File: config.mk
export PLATFORM = sky130hd
export DESIGN_NAME = dda_line_rasterizer
export DESIGN_NICKNAME = d
export VERILOG_FILES = /design/src/rtl/core/dlr_pkg.sv /design/src/rtl/core/dlr_controller.sv /design/src/rtl/core/dlr_datapath.sv /design/src/rtl/core/dda_line_rasterizer.sv
export SDC_FILE = /design/constraint.sdc
export NUM_CORES = 1
export LEC_CHECK = 0
export BUFFER_PORTS_ARGS = -buffer_cell sky130_fd_sc_hd__clkbuf_2
export CAP_MARGIN = 30
export CORE_AREA = 5 5 174 176
export DETAILED_ROUTE_END_ITERATION = 8
export DIE_AREA = 0 0 179 181
export HOLD_SLACK_MARGIN = 0.05
export SYNTH_ARGS = -nofsm -noshare
export SYNTH_HDL_FRONTEND = slang
export SYNTH_SLANG_ARGS = --single-unit
File: constraint.sdc
create_clock -name clock -period 5.7 [get_ports clock]
set_input_delay 0.855 -clock clock [delete_from_list [all_inputs] [get_ports clock]]
set_output_delay 0.855 -clock clock [all_outputs]
set_load 0.02 [all_outputs]
File: src/rtl/core/dlr_pkg.sv
package dlr_pkg;

   localparam int COORD_W      = 6;
   localparam int GRAY_W       = 8;
   localparam int ADDR_OUT_W   = 12;
   localparam int STRIDE_W     = 7;
   localparam int POS_W        = 16;   // signed row base / column / address
   localparam int FRAC_W       = 16;   // Q.16 slope
   localparam int QUO_W        = FRAC_W + 1;
   localparam int ACC_W        = 22;
   localparam int DIV_STEPS    = QUO_W;
   localparam int DIV_CNT_W    = $clog2(DIV_STEPS);
   localparam int IMAGE_SIDE_DEF = 64;

   localparam logic [STRIDE_W-1:0] STRIDE_RESET = 7'd64;

   localparam int CSR_ADDR_W = 3;
   localparam int CSR_DATA_W = 32;
   // register index, taken from the word-address bit of paddr
   localparam logic CSR_ROW_STRIDE = 1'b0;

   typedef enum logic [1:0] {
      ST_IDLE,
      ST_DIVIDE,
      ST_WALK,
      ST_FLUSH
   } state_type;

   typedef struct packed {
      logic load;
      logic div_step;
      logic div_first;
      logic walk_step;
      logic flush;
   } dp_cmd_type;

   typedef struct packed {
      logic zero_len;
      logic walk_last;
      logic can_push;
   } dp_status_type;

endpackage

File: src/rtl/core/dlr_controller.sv
module dlr_controller (
   input  logic                   clock,
   input  logic                   reset,
   input  logic                   req_valid,
   output logic                   req_ready,
   input  dlr_pkg::dp_status_type status,
   output dlr_pkg::dp_cmd_type    cmd
);

   dlr_pkg::state_type state_ff, state_in;
   logic [dlr_pkg::DIV_CNT_W-1:0] div_cnt_ff, div_cnt_in;

   always_ff @(posedge clock) begin
      if (reset) begin
         state_ff   <= dlr_pkg::ST_IDLE;
         div_cnt_ff <= '0;
      end else begin
         state_ff   <= state_in;
         div_cnt_ff <= div_cnt_in;
      end
   end

   always_comb begin
      state_in   = state_ff;
      div_cnt_in = div_cnt_ff;
      cmd        = '0;
      req_ready  = 1'b0;
      case (state_ff)
         dlr_pkg::ST_IDLE: begin
            req_ready  = 1'b1;
            div_cnt_in = '0;
            if (req_valid) begin
               cmd.load = 1'b1;
               state_in = dlr_pkg::ST_DIVIDE;
            end
         end
         dlr_pkg::ST_DIVIDE: begin
            if (status.zero_len) begin
               state_in = dlr_pkg::ST_IDLE;
            end else begin
               cmd.div_step  = 1'b1;
               cmd.div_first = (div_cnt_ff == '0);
               div_cnt_in    = div_cnt_ff + 1'b1;
               if (div_cnt_ff == dlr_pkg::DIV_CNT_W'(dlr_pkg::DIV_STEPS - 1)) begin
                  state_in = dlr_pkg::ST_WALK;
               end
            end
         end
         dlr_pkg::ST_WALK: begin
            if (status.can_push) begin
               cmd.walk_step = 1'b1;
               if (status.walk_last) begin
                  state_in = dlr_pkg::ST_FLUSH;
               end
            end
         end
         dlr_pkg::ST_FLUSH: begin
            if (status.can_push) begin
               cmd.flush = 1'b1;
               state_in  = dlr_pkg::ST_IDLE;
            end
         end
         default: begin
            state_in = dlr_pkg::ST_IDLE;
         end
      endcase
   end

endmodule

File: src/rtl/core/dlr_datapath.sv
module dlr_datapath #(
   parameter int IMAGE_SIDE = dlr_pkg::IMAGE_SIDE_DEF
) (
   input  logic                              clock,
   input  logic                              reset,
   input  dlr_pkg::dp_cmd_type               cmd,
   output dlr_pkg::dp_status_type            status,
   input  logic [dlr_pkg::COORD_W-1:0]       req_start_x,
   input  logic [dlr_pkg::COORD_W-1:0]       req_start_y,
   input  logic [dlr_pkg::COORD_W-1:0]       req_end_x,
   input  logic [dlr_pkg::COORD_W-1:0]       req_end_y,
   input  logic [dlr_pkg::GRAY_W-1:0]        req_gray_level,
   input  logic [dlr_pkg::STRIDE_W-1:0]      row_stride,
   output logic                              rsp_valid,
   input  logic                              rsp_ready,
   output logic [dlr_pkg::ADDR_OUT_W-1:0]    rsp_pixel_address,
   output logic [dlr_pkg::GRAY_W-1:0]        rsp_pixel_value,
   output logic                              rsp_last_pixel
);

   localparam int CW = dlr_pkg::COORD_W;
   localparam int PW = dlr_pkg::POS_W;
   localparam logic [31:0] ClipBound = 32'(IMAGE_SIDE * IMAGE_SIDE);

   // line setup
   logic signed [CW:0]   delta_x, delta_y;
   logic [CW-1:0]        abs_x, abs_y;
   logic                 x_major;
   logic [CW+dlr_pkg::STRIDE_W-1:0] base_prod;

   assign delta_x = signed'({1'b0, req_end_x}) - signed'({1'b0, req_start_x});
   assign delta_y = signed'({1'b0, req_end_y}) - signed'({1'b0, req_start_y});
   assign abs_x   = delta_x[CW] ? CW'(-delta_x) : CW'(delta_x);
   assign abs_y   = delta_y[CW] ? CW'(-delta_y) : CW'(delta_y);
   assign x_major = abs_x > abs_y;
   assign base_prod = (CW + dlr_pkg::STRIDE_W)'(req_start_y)
                    * (CW + dlr_pkg::STRIDE_W)'(row_stride);

   logic [CW-1:0]                   amaj_ff, rem_ff, step_cnt_ff;
   logic                            x_major_ff, maj_neg_ff, min_neg_ff;
   logic signed [PW-1:0]            col_ff, base_ff;
   logic [dlr_pkg::GRAY_W-1:0]      gray_ff;
   logic [dlr_pkg::QUO_W-1:0]       quo_ff;
   logic [dlr_pkg::ACC_W-1:0]       acc_ff;
   logic                            pend_valid_ff;
   logic [dlr_pkg::ADDR_OUT_W-1:0]  pend_addr_ff;
   logic                            rsp_valid_ff, rsp_last_ff;
   logic [dlr_pkg::ADDR_OUT_W-1:0]  rsp_addr_ff;
   logic [dlr_pkg::GRAY_W-1:0]      rsp_value_ff;

   // restoring divider, one quotient bit per cycle; first step is unshifted
   logic [CW:0]   div_trial;
   logic          div_ge;
   logic [CW-1:0] div_rem;

   assign div_trial = cmd.div_first ? {1'b0, rem_ff} : {rem_ff, 1'b0};
   assign div_ge    = div_trial >= {1'b0, amaj_ff};
   assign div_rem   = div_ge ? CW'(div_trial - {1'b0, amaj_ff}) : CW'(div_trial);

   // pixel walk
   logic signed [PW-1:0]       addr_cur, stride_s, maj_unit, min_unit, maj_rstep, min_rstep;
   logic signed [PW-1:0]       col_next, base_next;
   logic [dlr_pkg::ACC_W-1:0]  acc_next;
   logic                       minor_move, clipped, push;

   assign addr_cur  = base_ff + col_ff;
   assign clipped   = addr_cur[PW-1] || ({{(32-PW){1'b0}}, addr_cur} >= ClipBound);
   assign acc_next  = acc_ff + dlr_pkg::ACC_W'(quo_ff);
   // slope magnitude is at most 1.0, so the integer part moves by at most one
   assign minor_move = acc_next[dlr_pkg::FRAC_W] ^ acc_ff[dlr_pkg::FRAC_W];
   assign stride_s  = signed'({{(PW-dlr_pkg::STRIDE_W){1'b0}}, row_stride});
   assign maj_unit  = maj_neg_ff ? '1 : PW'(1);
   assign min_unit  = min_neg_ff ? '1 : PW'(1);
   assign maj_rstep = maj_neg_ff ? -stride_s : stride_s;
   assign min_rstep = min_neg_ff ? -stride_s : stride_s;

   always_comb begin
      if (x_major_ff) begin
         col_next  = col_ff + maj_unit;
         base_next = minor_move ? base_ff + min_rstep : base_ff;
      end else begin
         col_next  = minor_move ? col_ff + min_unit : col_ff;
         base_next = base_ff + maj_rstep;
      end
   end

   // a pixel is held back one slot so the last emitted one can be flagged
   assign push = pend_valid_ff && ((cmd.walk_step && !clipped) || cmd.flush);

   assign status.zero_len  = (amaj_ff == '0);
   assign status.walk_last = (step_cnt_ff == CW'(amaj_ff - 1'b1));
   assign status.can_push  = !rsp_valid_ff || rsp_ready;

   always_ff @(posedge clock) begin
      if (reset) begin
         pend_valid_ff <= 1'b0;
         rsp_valid_ff  <= 1'b0;
      end else begin
         if (cmd.load || cmd.flush) begin
            pend_valid_ff <= 1'b0;
         end else if (cmd.walk_step && !clipped) begin
            pend_valid_ff <= 1'b1;
         end
         if (push) begin
            rsp_valid_ff <= 1'b1;
         end else if (rsp_ready) begin
            rsp_valid_ff <= 1'b0;
         end
      end
   end

   always_ff @(posedge clock) begin
      if (cmd.load) begin
         amaj_ff     <= x_major ? abs_x : abs_y;
         rem_ff      <= x_major ? abs_y : abs_x;
         x_major_ff  <= x_major;
         maj_neg_ff  <= x_major ? delta_x[CW] : delta_y[CW];
         min_neg_ff  <= x_major ? delta_y[CW] : delta_x[CW];
         col_ff      <= signed'(PW'(req_start_x));
         base_ff     <= signed'(PW'(base_prod));
         gray_ff     <= req_gray_level;
         quo_ff      <= '0;
         acc_ff      <= '0;
         step_cnt_ff <= '0;
      end
      if (cmd.div_step) begin
         rem_ff <= div_rem;
         quo_ff <= {quo_ff[dlr_pkg::QUO_W-2:0], div_ge};
      end
      if (cmd.walk_step) begin
         acc_ff      <= acc_next;
         col_ff      <= col_next;
         base_ff     <= base_next;
         step_cnt_ff <= step_cnt_ff + 1'b1;
         if (!clipped) begin
            pend_addr_ff <= addr_cur[dlr_pkg::ADDR_OUT_W-1:0];
         end
      end
      if (push) begin
         rsp_addr_ff  <= pend_addr_ff;
         rsp_value_ff <= gray_ff;
         rsp_last_ff  <= cmd.flush;
      end
   end

   assign rsp_valid         = rsp_valid_ff;
   assign rsp_pixel_address = rsp_addr_ff;
   assign rsp_pixel_value   = rsp_value_ff;
   assign rsp_last_pixel    = rsp_last_ff;

endmodule

File: src/rtl/core/dda_line_rasterizer.sv
// Sequence: accept, bit-serial slope divide, then one pixel write per cycle along the major
// axis while the output is not stalled (clipped pixels are skipped), then a flush step.
// A new line is taken only once the current one is done; a zero-length line goes back to
// idle with no walk. The bit-serial slope divider and the single walk unit set this.
// Reset (synchronous, active high) returns the sequencer to idle, drops any queued
// pixel and sets row_stride to 64.
module dda_line_rasterizer #(
   parameter int IMAGE_SIDE = dlr_pkg::IMAGE_SIDE_DEF
) (
   input  logic                               clock,
   input  logic                               reset,
   input  logic                               req_valid,
   output logic                               req_ready,
   input  logic [dlr_pkg::COORD_W-1:0]        req_start_x,
   input  logic [dlr_pkg::COORD_W-1:0]        req_start_y,
   input  logic [dlr_pkg::COORD_W-1:0]        req_end_x,
   input  logic [dlr_pkg::COORD_W-1:0]        req_end_y,
   input  logic [dlr_pkg::GRAY_W-1:0]         req_gray_level,
   output logic                               rsp_valid,
   input  logic                               rsp_ready,
   output logic [dlr_pkg::ADDR_OUT_W-1:0]     rsp_pixel_address,
   output logic [dlr_pkg::GRAY_W-1:0]         rsp_pixel_value,
   output logic                               rsp_last_pixel,
   input  logic                               csr_psel,
   input  logic                               csr_penable,
   input  logic                               csr_pwrite,
   input  logic [dlr_pkg::CSR_ADDR_W-1:0]     csr_paddr,
   input  logic [dlr_pkg::CSR_DATA_W-1:0]     csr_pwdata,
   output logic [dlr_pkg::CSR_DATA_W-1:0]     csr_prdata,
   output logic                               csr_pready
);

   logic [dlr_pkg::STRIDE_W-1:0] row_stride_ff;
   logic                         csr_hit;

   assign csr_pready = 1'b1;
   assign csr_hit    = csr_paddr[dlr_pkg::CSR_ADDR_W-1] == dlr_pkg::CSR_ROW_STRIDE;

   always_ff @(posedge clock) begin
      if (reset) begin
         row_stride_ff <= dlr_pkg::STRIDE_RESET;
      end else if (csr_psel && csr_penable && csr_pwrite && csr_pready && csr_hit) begin
         row_stride_ff <= csr_pwdata[dlr_pkg::STRIDE_W-1:0];
      end
   end

   assign csr_prdata = csr_hit ? dlr_pkg::CSR_DATA_W'(row_stride_ff) : '0;

   dlr_pkg::dp_cmd_type    cmd;
   dlr_pkg::dp_status_type status;

   dlr_controller u_ctrl (
      .clock     (clock),
      .reset     (reset),
      .req_valid (req_valid),
      .req_ready (req_ready),
      .status    (status),
      .cmd       (cmd)
   );

   dlr_datapath #(
      .IMAGE_SIDE (IMAGE_SIDE)
   ) u_dp (
      .clock             (clock),
      .reset             (reset),
      .cmd               (cmd),
      .status            (status),
      .req_start_x       (req_start_x),
      .req_start_y       (req_start_y),
      .req_end_x         (req_end_x),
      .req_end_y         (req_end_y),
      .req_gray_level    (req_gray_level),
      .row_stride        (row_stride_ff),
      .rsp_valid         (rsp_valid),
      .rsp_ready         (rsp_ready),
      .rsp_pixel_address (rsp_pixel_address),
      .rsp_pixel_value   (rsp_pixel_value),
      .rsp_last_pixel    (rsp_last_pixel)
   );

endmodule

* After elaboration in Yosys (flattened, before gate mapping) *
Index checks and enable logic that the tools add are counted.
Widths: inputs -> output; s select.

word-level totals
  bits in registers = 149
  input port bits = 74
  output and inout bits = 56
  word-level logic and storage cells = 127

cells by class
  $add $sub $neg = 15
  multiply operators = 1
  order comparisons = 3
  equality and inequality tests = 13
  mux-type cells = 48
  bitwise operators = 3
  reductions and logical operators = 24

operators by type and width
  kind                  count
  $mux 16               12
  $add 16x16->16        5
  $mux 6                9
  $mux 22               2
  $mux 17               2
  $add 22x17->22        1
  $ge 16x13->1 const B  1
  $mux 2                8
  $neg 7->16            1
  $mux 7                2
  $sub 6x6->7           2
  $mul 6x7->13          1
  $neg 6->6             2
  $mux 1                10
  $ne 2x2->1 const B    5
  $pmux 5 s2            1
  $pmux 2 s4            1
  $reduce_and 2->1      4
  $reduce_bool 2->1     4
  $ge 7x6->1            1
  $add 6x1->6 const B   1
  $eq 6x6->1            1
  $gt 6x6->1            1
  $logic_not 6->1       1
  18 further kinds      29

* Longest topological paths before layout *
  depth after elaboration = 8
  mapped depth = 18
  depth with buffers taken out = 18

* Hierarchy *
From an unflattened synthesis, not the netlist that was laid out.

unflattened totals
  cells, all modules = 1113
  area total of the unflattened synthesis = 11086.9 µm²

modules (own cells, without submodules)
  module               instances  cells each  area an instance (µm²)  seq. area each (µm²)
  dlr_datapath         1          993         10084.7                 3853.7
  dda_line_rasterizer  1          66          581.8                   140.1
  dlr_controller       1          54          420.4                   140.1

* Worst setup path after synthesis *
No wires, ideal clock.

  path kind = input port to flip-flop
  from = in req_end_x[0] in the netlist's numbering
  to = reg u_dp.maj_neg_ff, data pin
  setup time = 0.275 ns
  arrival time = 3.887 ns
  data required time = 5.425 ns
  slack = 1.537 ns
  cell stages on the path = 16
  path buffers = 1
  cell sequence = inv_1 -> ha_1 -> fa_1 -> nor2b_1 -> o211a_1 -> a2bb2oi_1 -> nor2_1 -> xnor2_1 -> inv_1 -> ha_1 -> nand3_1 -> a21oi_1 -> o31ai_1 -> a21oi_2 -> clkbuf_1 -> mux2i_1

on the way
  cells in the longest elaborated chain, start to end = 5

ends and longest elaborated chain
  what                  line                       source
  from (decl)           dda_line_rasterizer.sv:16  input logic [dlr_pkg::COORD_W-1:0] req_end_x,
  $sub 6x6->7 (*)       dlr_datapath.sv:31         assign delta_x = signed'({1'b0, req_end_x}) - signed'({1'b0, req_start_x});
  $neg 6->6             dlr_datapath.sv:33         assign abs_x = delta_x[CW] ? CW'(-delta_x) : CW'(delta_x);
  $mux 6 (*)            dlr_datapath.sv:33
  $gt 6x6->1 (*)        dlr_datapath.sv:35         assign x_major = abs_x > abs_y;
  net u_dp.x_major      dlr_datapath.sv:28         logic x_major;
  $mux 1 (*)            dlr_datapath.sv:117        maj_neg_ff <= x_major ? delta_x[CW] : delta_y[CW];
  to (signal assigned)  dlr_datapath.sv:117
  to (decl)             dlr_datapath.sv:40         logic x_major_ff, maj_neg_ff, min_neg_ff;

The timed path passes the listed nets; every way through them passes the cells marked *.
A chain may end at the register's enable or synchronous reset.

* Worst setup path in the final report *
  from = in req_start_x[0] in the netlist's numbering
  to = reg u_dp.rem_ff[3], data pin

on the way
  cells in the longest elaborated chain, start to end = 7

ends and longest elaborated chain
  what                  line                       source
  from (decl)           dda_line_rasterizer.sv:14  input logic [dlr_pkg::COORD_W-1:0] req_start_x,
  $sub 6x6->7 (*)       dlr_datapath.sv:31
  $neg 6->6             dlr_datapath.sv:33
  $mux 6 (*)            dlr_datapath.sv:33
  $gt 6x6->1            dlr_datapath.sv:35
  $mux 6 (*)            dlr_datapath.sv:115        rem_ff <= x_major ? abs_y : abs_x;
  $mux 6 (*)            dlr_datapath.sv:113        if (cmd.load) begin
  $mux 6 (*)            dlr_datapath.sv:126        if (cmd.div_step) begin
  to (signal assigned)  dlr_datapath.sv:115
  to (signal assigned)  dlr_datapath.sv:127        rem_ff <= div_rem;
  to (decl)             dlr_datapath.sv:39         logic [CW-1:0] amaj_ff, rem_ff, step_cnt_ff;

Every way passes the cells marked *; elsewhere a longest branch is shown, timed or not. The select of a mux whose other input is x is not followed.

==> flow_summary_export.csv <==
group,metric,value,unit
routing,drcViolationCount,0,
clock_tree,cts_resized,0,
finish,register_area,0.00413,mm²
floorplanning,core_area,0.0285,mm²
min_path,min_path_cells,0,
floorplanning,initial_core_util,39.5,%
place,routabilityCongestion,0.809,
critical_path,crit_fanout,12,
pwr,power.leakage,5.45,nW
sta,slew-limit-headroom,35.0,%
place,placed_cells,1612,
clock_tree,cts_buffer_depth,2,
clock_tree,clock_latency,0.42,ns
critical_path,crit_type,"input pin to flip-flop",
floorplanning,num_rows,62,
synthesis,postSynthAreaPerCell,9.59,µm²
finish,multi_input_area,0.00653,mm²
pwr,max-vdd-ir-drop,0.000234,V
routing,wl,24600,µm
synthesis,synth_edf_count,127,
sta,grt_setup_unrepaired,"no",
place,dp_hpwl,19000,µm
floorplanning,die_h,181,µm
sta,max_freq,239,MHz
sta,final-setup-viol-count,0,
finish,nFillCells,2777,
routing,drtIter0Drc,479,
synthesis,syn_inst,1171,
status,status,"complete, no violations",
finish,drive_gt1_share,11.1,%
critical_path,startpoint_type,"input pin",
run,drv_cap,0,
global_route,grt.overflow.total,0,
critical_path,worstPathArrival,4.35,ns
sta,worst_clock_skew,0.0106,ns
synthesis,synth_seq_cells,143,
place,placed_area,0.0120,mm²
clock_tree,cts_buffers,17,
finish,antenna_cells,0,
sta,slew_viol_final,0,
sta,tns,0,ns
sta,final.period_utilization,73.3,%
floorplanning,ios,130,
clock_tree,tritoncts,"built",
global_route,grtUsageTotal,15.1,%
place,portBuffers,76,
global_route,grt_pass1_wl,39600,µm
synthesis,synthArstFlopShare,0,%
synthesis,yosys_most_used_dff,"edfxtp_1",
critical_path,ff2ff_path_depth,14,
finish,final_area,0.0126,mm²
synthesis,yosysTopAreaCell,"edfxtp_1",
sta,finalCriticalPeriod,4.18,ns
global_route,grt_antenna_before_repair,0,
routing,drtPass1Iterations,6,
min_path,min_path_type,"flip-flop to flip-flop",
synthesis,synth_top_area_share,33.9,%
sta,whs,0.416,ns
routing,final_antenna_net_count,0,
floorplanning,fp.dieW,179,µm
finish,area_delta_synth_final,12.1,%
global_route,grt_pass1_vias,8072,
clock_tree,clkTransAtPathRegs,0.06,ns
synthesis,synthDistinctLibCells,74,
finish,layoutNonFillerInstCount,1644,
critical_path,endpoint_kind,"flip-flop",
routing,vias_per_cell,5.13,
synthesis,ys.warnings.count,0,
clock_tree,cts_sinks,143,
sta,finalHoldViolations,0,
routing,vias,8432,
sta,worstMarginPinSlew,0.948,ns
finish,nets,1463,
clock_tree,hold_buffers,0,
critical_path,required,5.87,ns
clock_tree,post_cts_buffers,0,
clock_tree,root_buffer,"clkbuf_16",
synthesis,synth_area_leaders,"edfxtp_1, ha_1, fa_1, xnor2_1, nor2_1",
clock_tree,htree_levels,4,
synthesis,seq_area_frac_synth,36.8,%
floorplanning,die-area,0.0324,mm²
pwr,power_density,336,mW/mm²
global_route,grt_start_max_net_pins,57,
routing,post_drt_wl_per_cell,14.9,µm
synthesis,synth_area,0.0112,mm²
==> area by class of cell <==
cell class              count  area share (%)
well taps                 384            3.82
repair buffers             86            3.94
multi-input cells         902            51.9
clock inverters            13            1.23
clock buffers              18            3.41
inverters                  98            2.92
flip-flops and latches    143            32.8
==> state kept, by name, indices dropped and copies added (netlist names), named ones only <==
signal / count
u_dp.pend_addr_ff: 12
u_dp.step_cnt_ff: 6
u_dp.maj_neg_ff: 1
u_ctrl.div_cnt_ff: 5
u_dp.rem_ff: 6
u_dp.rsp_valid: 1
u_dp.base_ff: 16
u_ctrl.state_ff: 1
u_dp.amaj_ff: 6
u_dp.rsp_pixel_value: 8
u_dp.acc_ff: 16
u_dp.pend_valid_ff: 1
u_dp.col_ff: 16
u_dp.rsp_last_pixel: 1
u_dp.rsp_pixel_address: 12
row_stride_ff: 7
u_dp.gray_ff: 8
u_dp.x_major_ff: 1
u_dp.min_neg_ff: 1
u_dp.quo_ff: 17
==> cell usage after synthesis, drive strengths merged (3+ instances only) <==
master	number
a21o	20
nor2b	18
xor2	34
or2	7
o22ai	5
buf	32
dfxtp	16
a211oi	14
nor4	3
fa	28
a21oi	72
o211ai	6
o31ai	9
or3	10
or4b	3
nand3b	3
nand3	25
mux2	3
clkbuf	20
and2	42
nor3b	4
nand4	6
nor2	111
and3	5
inv	97
o21ai	57
ha	113
o21bai	7
nor3	28
nand2	90
o21a	23
a31oi	7
xnor2	48
nand2b	16
edfxtp	127
mux2i	24
==> path summary, 6_finish.rpt <==
kind	startpoint	to	slack, ns
min	u_dp.pend_addr_ff[1]	u_dp.rsp_pixel_address[1]	0.42
max reg2reg	row_stride_ff[1]	u_dp.base_ff[12]	1.57
min reg2reg	u_dp.pend_addr_ff[1]	u_dp.rsp_pixel_address[1]	0.42
max	req_start_x[0]	u_dp.rem_ff[3]	1.52
==> worst max-delay path, cell delays in order <==
cell,delay [ns]
clkbuf_2,0.10
ha_1,0.21
fa_1,0.40
nor2b_1,0.16
o211a_1,0.19
a2bb2oi_1,0.18
buf_4,0.17
nor2_1,0.06
xnor2_1,0.42
inv_1,0.09
ha_1,0.31
nand3_1,0.10
a21oi_1,0.13
o31ai_1,0.09
a21oi_2,0.48
mux2i_1,0.30
mux2i_1,0.10
==> logic make-up after synthesis <==
kind of cell / Yosys count / share of synthesized area (%)
simple gates: 380 / 16.7
compound gates: 246 / 14.1
buf+inv: 150 / 5.93
flops: 143 / 36.8
fa+ha+maj: 141 / 17.6
xor+xnor: 82 / 6.39
mux: 27 / 2.44
other cells: 2 / 0.0669
==> routing by layer <==
metal | track usage [%] | wire, µm | vias to the layer above
met5 | 0 | 0 | -
met4 | 2.92 | 201 | 0
met3 | 3.45 | 1150 | 14
met2 | 24.4 | 11100 | 172
met1 | 20.9 | 12100 | 3998
li1 | - | - | 4248
==> where the power goes <==
part           total [mW]  internal (mW)  switching, mW
Sequential           1.36           1.28         0.0824
Combinational        1.74          0.746          0.993
Clock                1.13          0.653          0.477
Total                4.23           2.68           1.55
==> placed cells by master, fill, tap and decap left out, types with 18 or more instances in the layout <==
cell | synthesis | final
a21o_1 | 20 | 20
a21oi_1 | 69 | 69
and2_1 | 42 | 42
clkbuf_2 | 0 | 76
conb_1 | 2 | 26
edfxtp_1 | 127 | 127
fa_1 | 28 | 28
ha_1 | 113 | 113
inv_1 | 97 | 97
mux2i_1 | 24 | 24
nand2_1 | 90 | 90
nand3_1 | 25 | 24
nor2_1 | 111 | 111
nor2b_1 | 18 | 18
nor3_1 | 26 | 26
o21a_1 | 23 | 23
o21ai_0 | 52 | 52
xnor2_1 | 48 | 48
xor2_1 | 34 | 34
==> metrics by stage <==
stage / power (mW) / setup slack [ns] / util, %
CTS: 4.26 / 1.51 / 44.1
finish: 4.23 / 1.52 / 44.2
global placement: 3.08 / 1.11 / 42.0
global route: 4.54 / 1.24 / 44.2
detailed placement: 3.11 / 1.05 / 42.1
floorplan: 2.76 / 1.54 / -
Note: power is estimated with default switching activity, not from simulation.
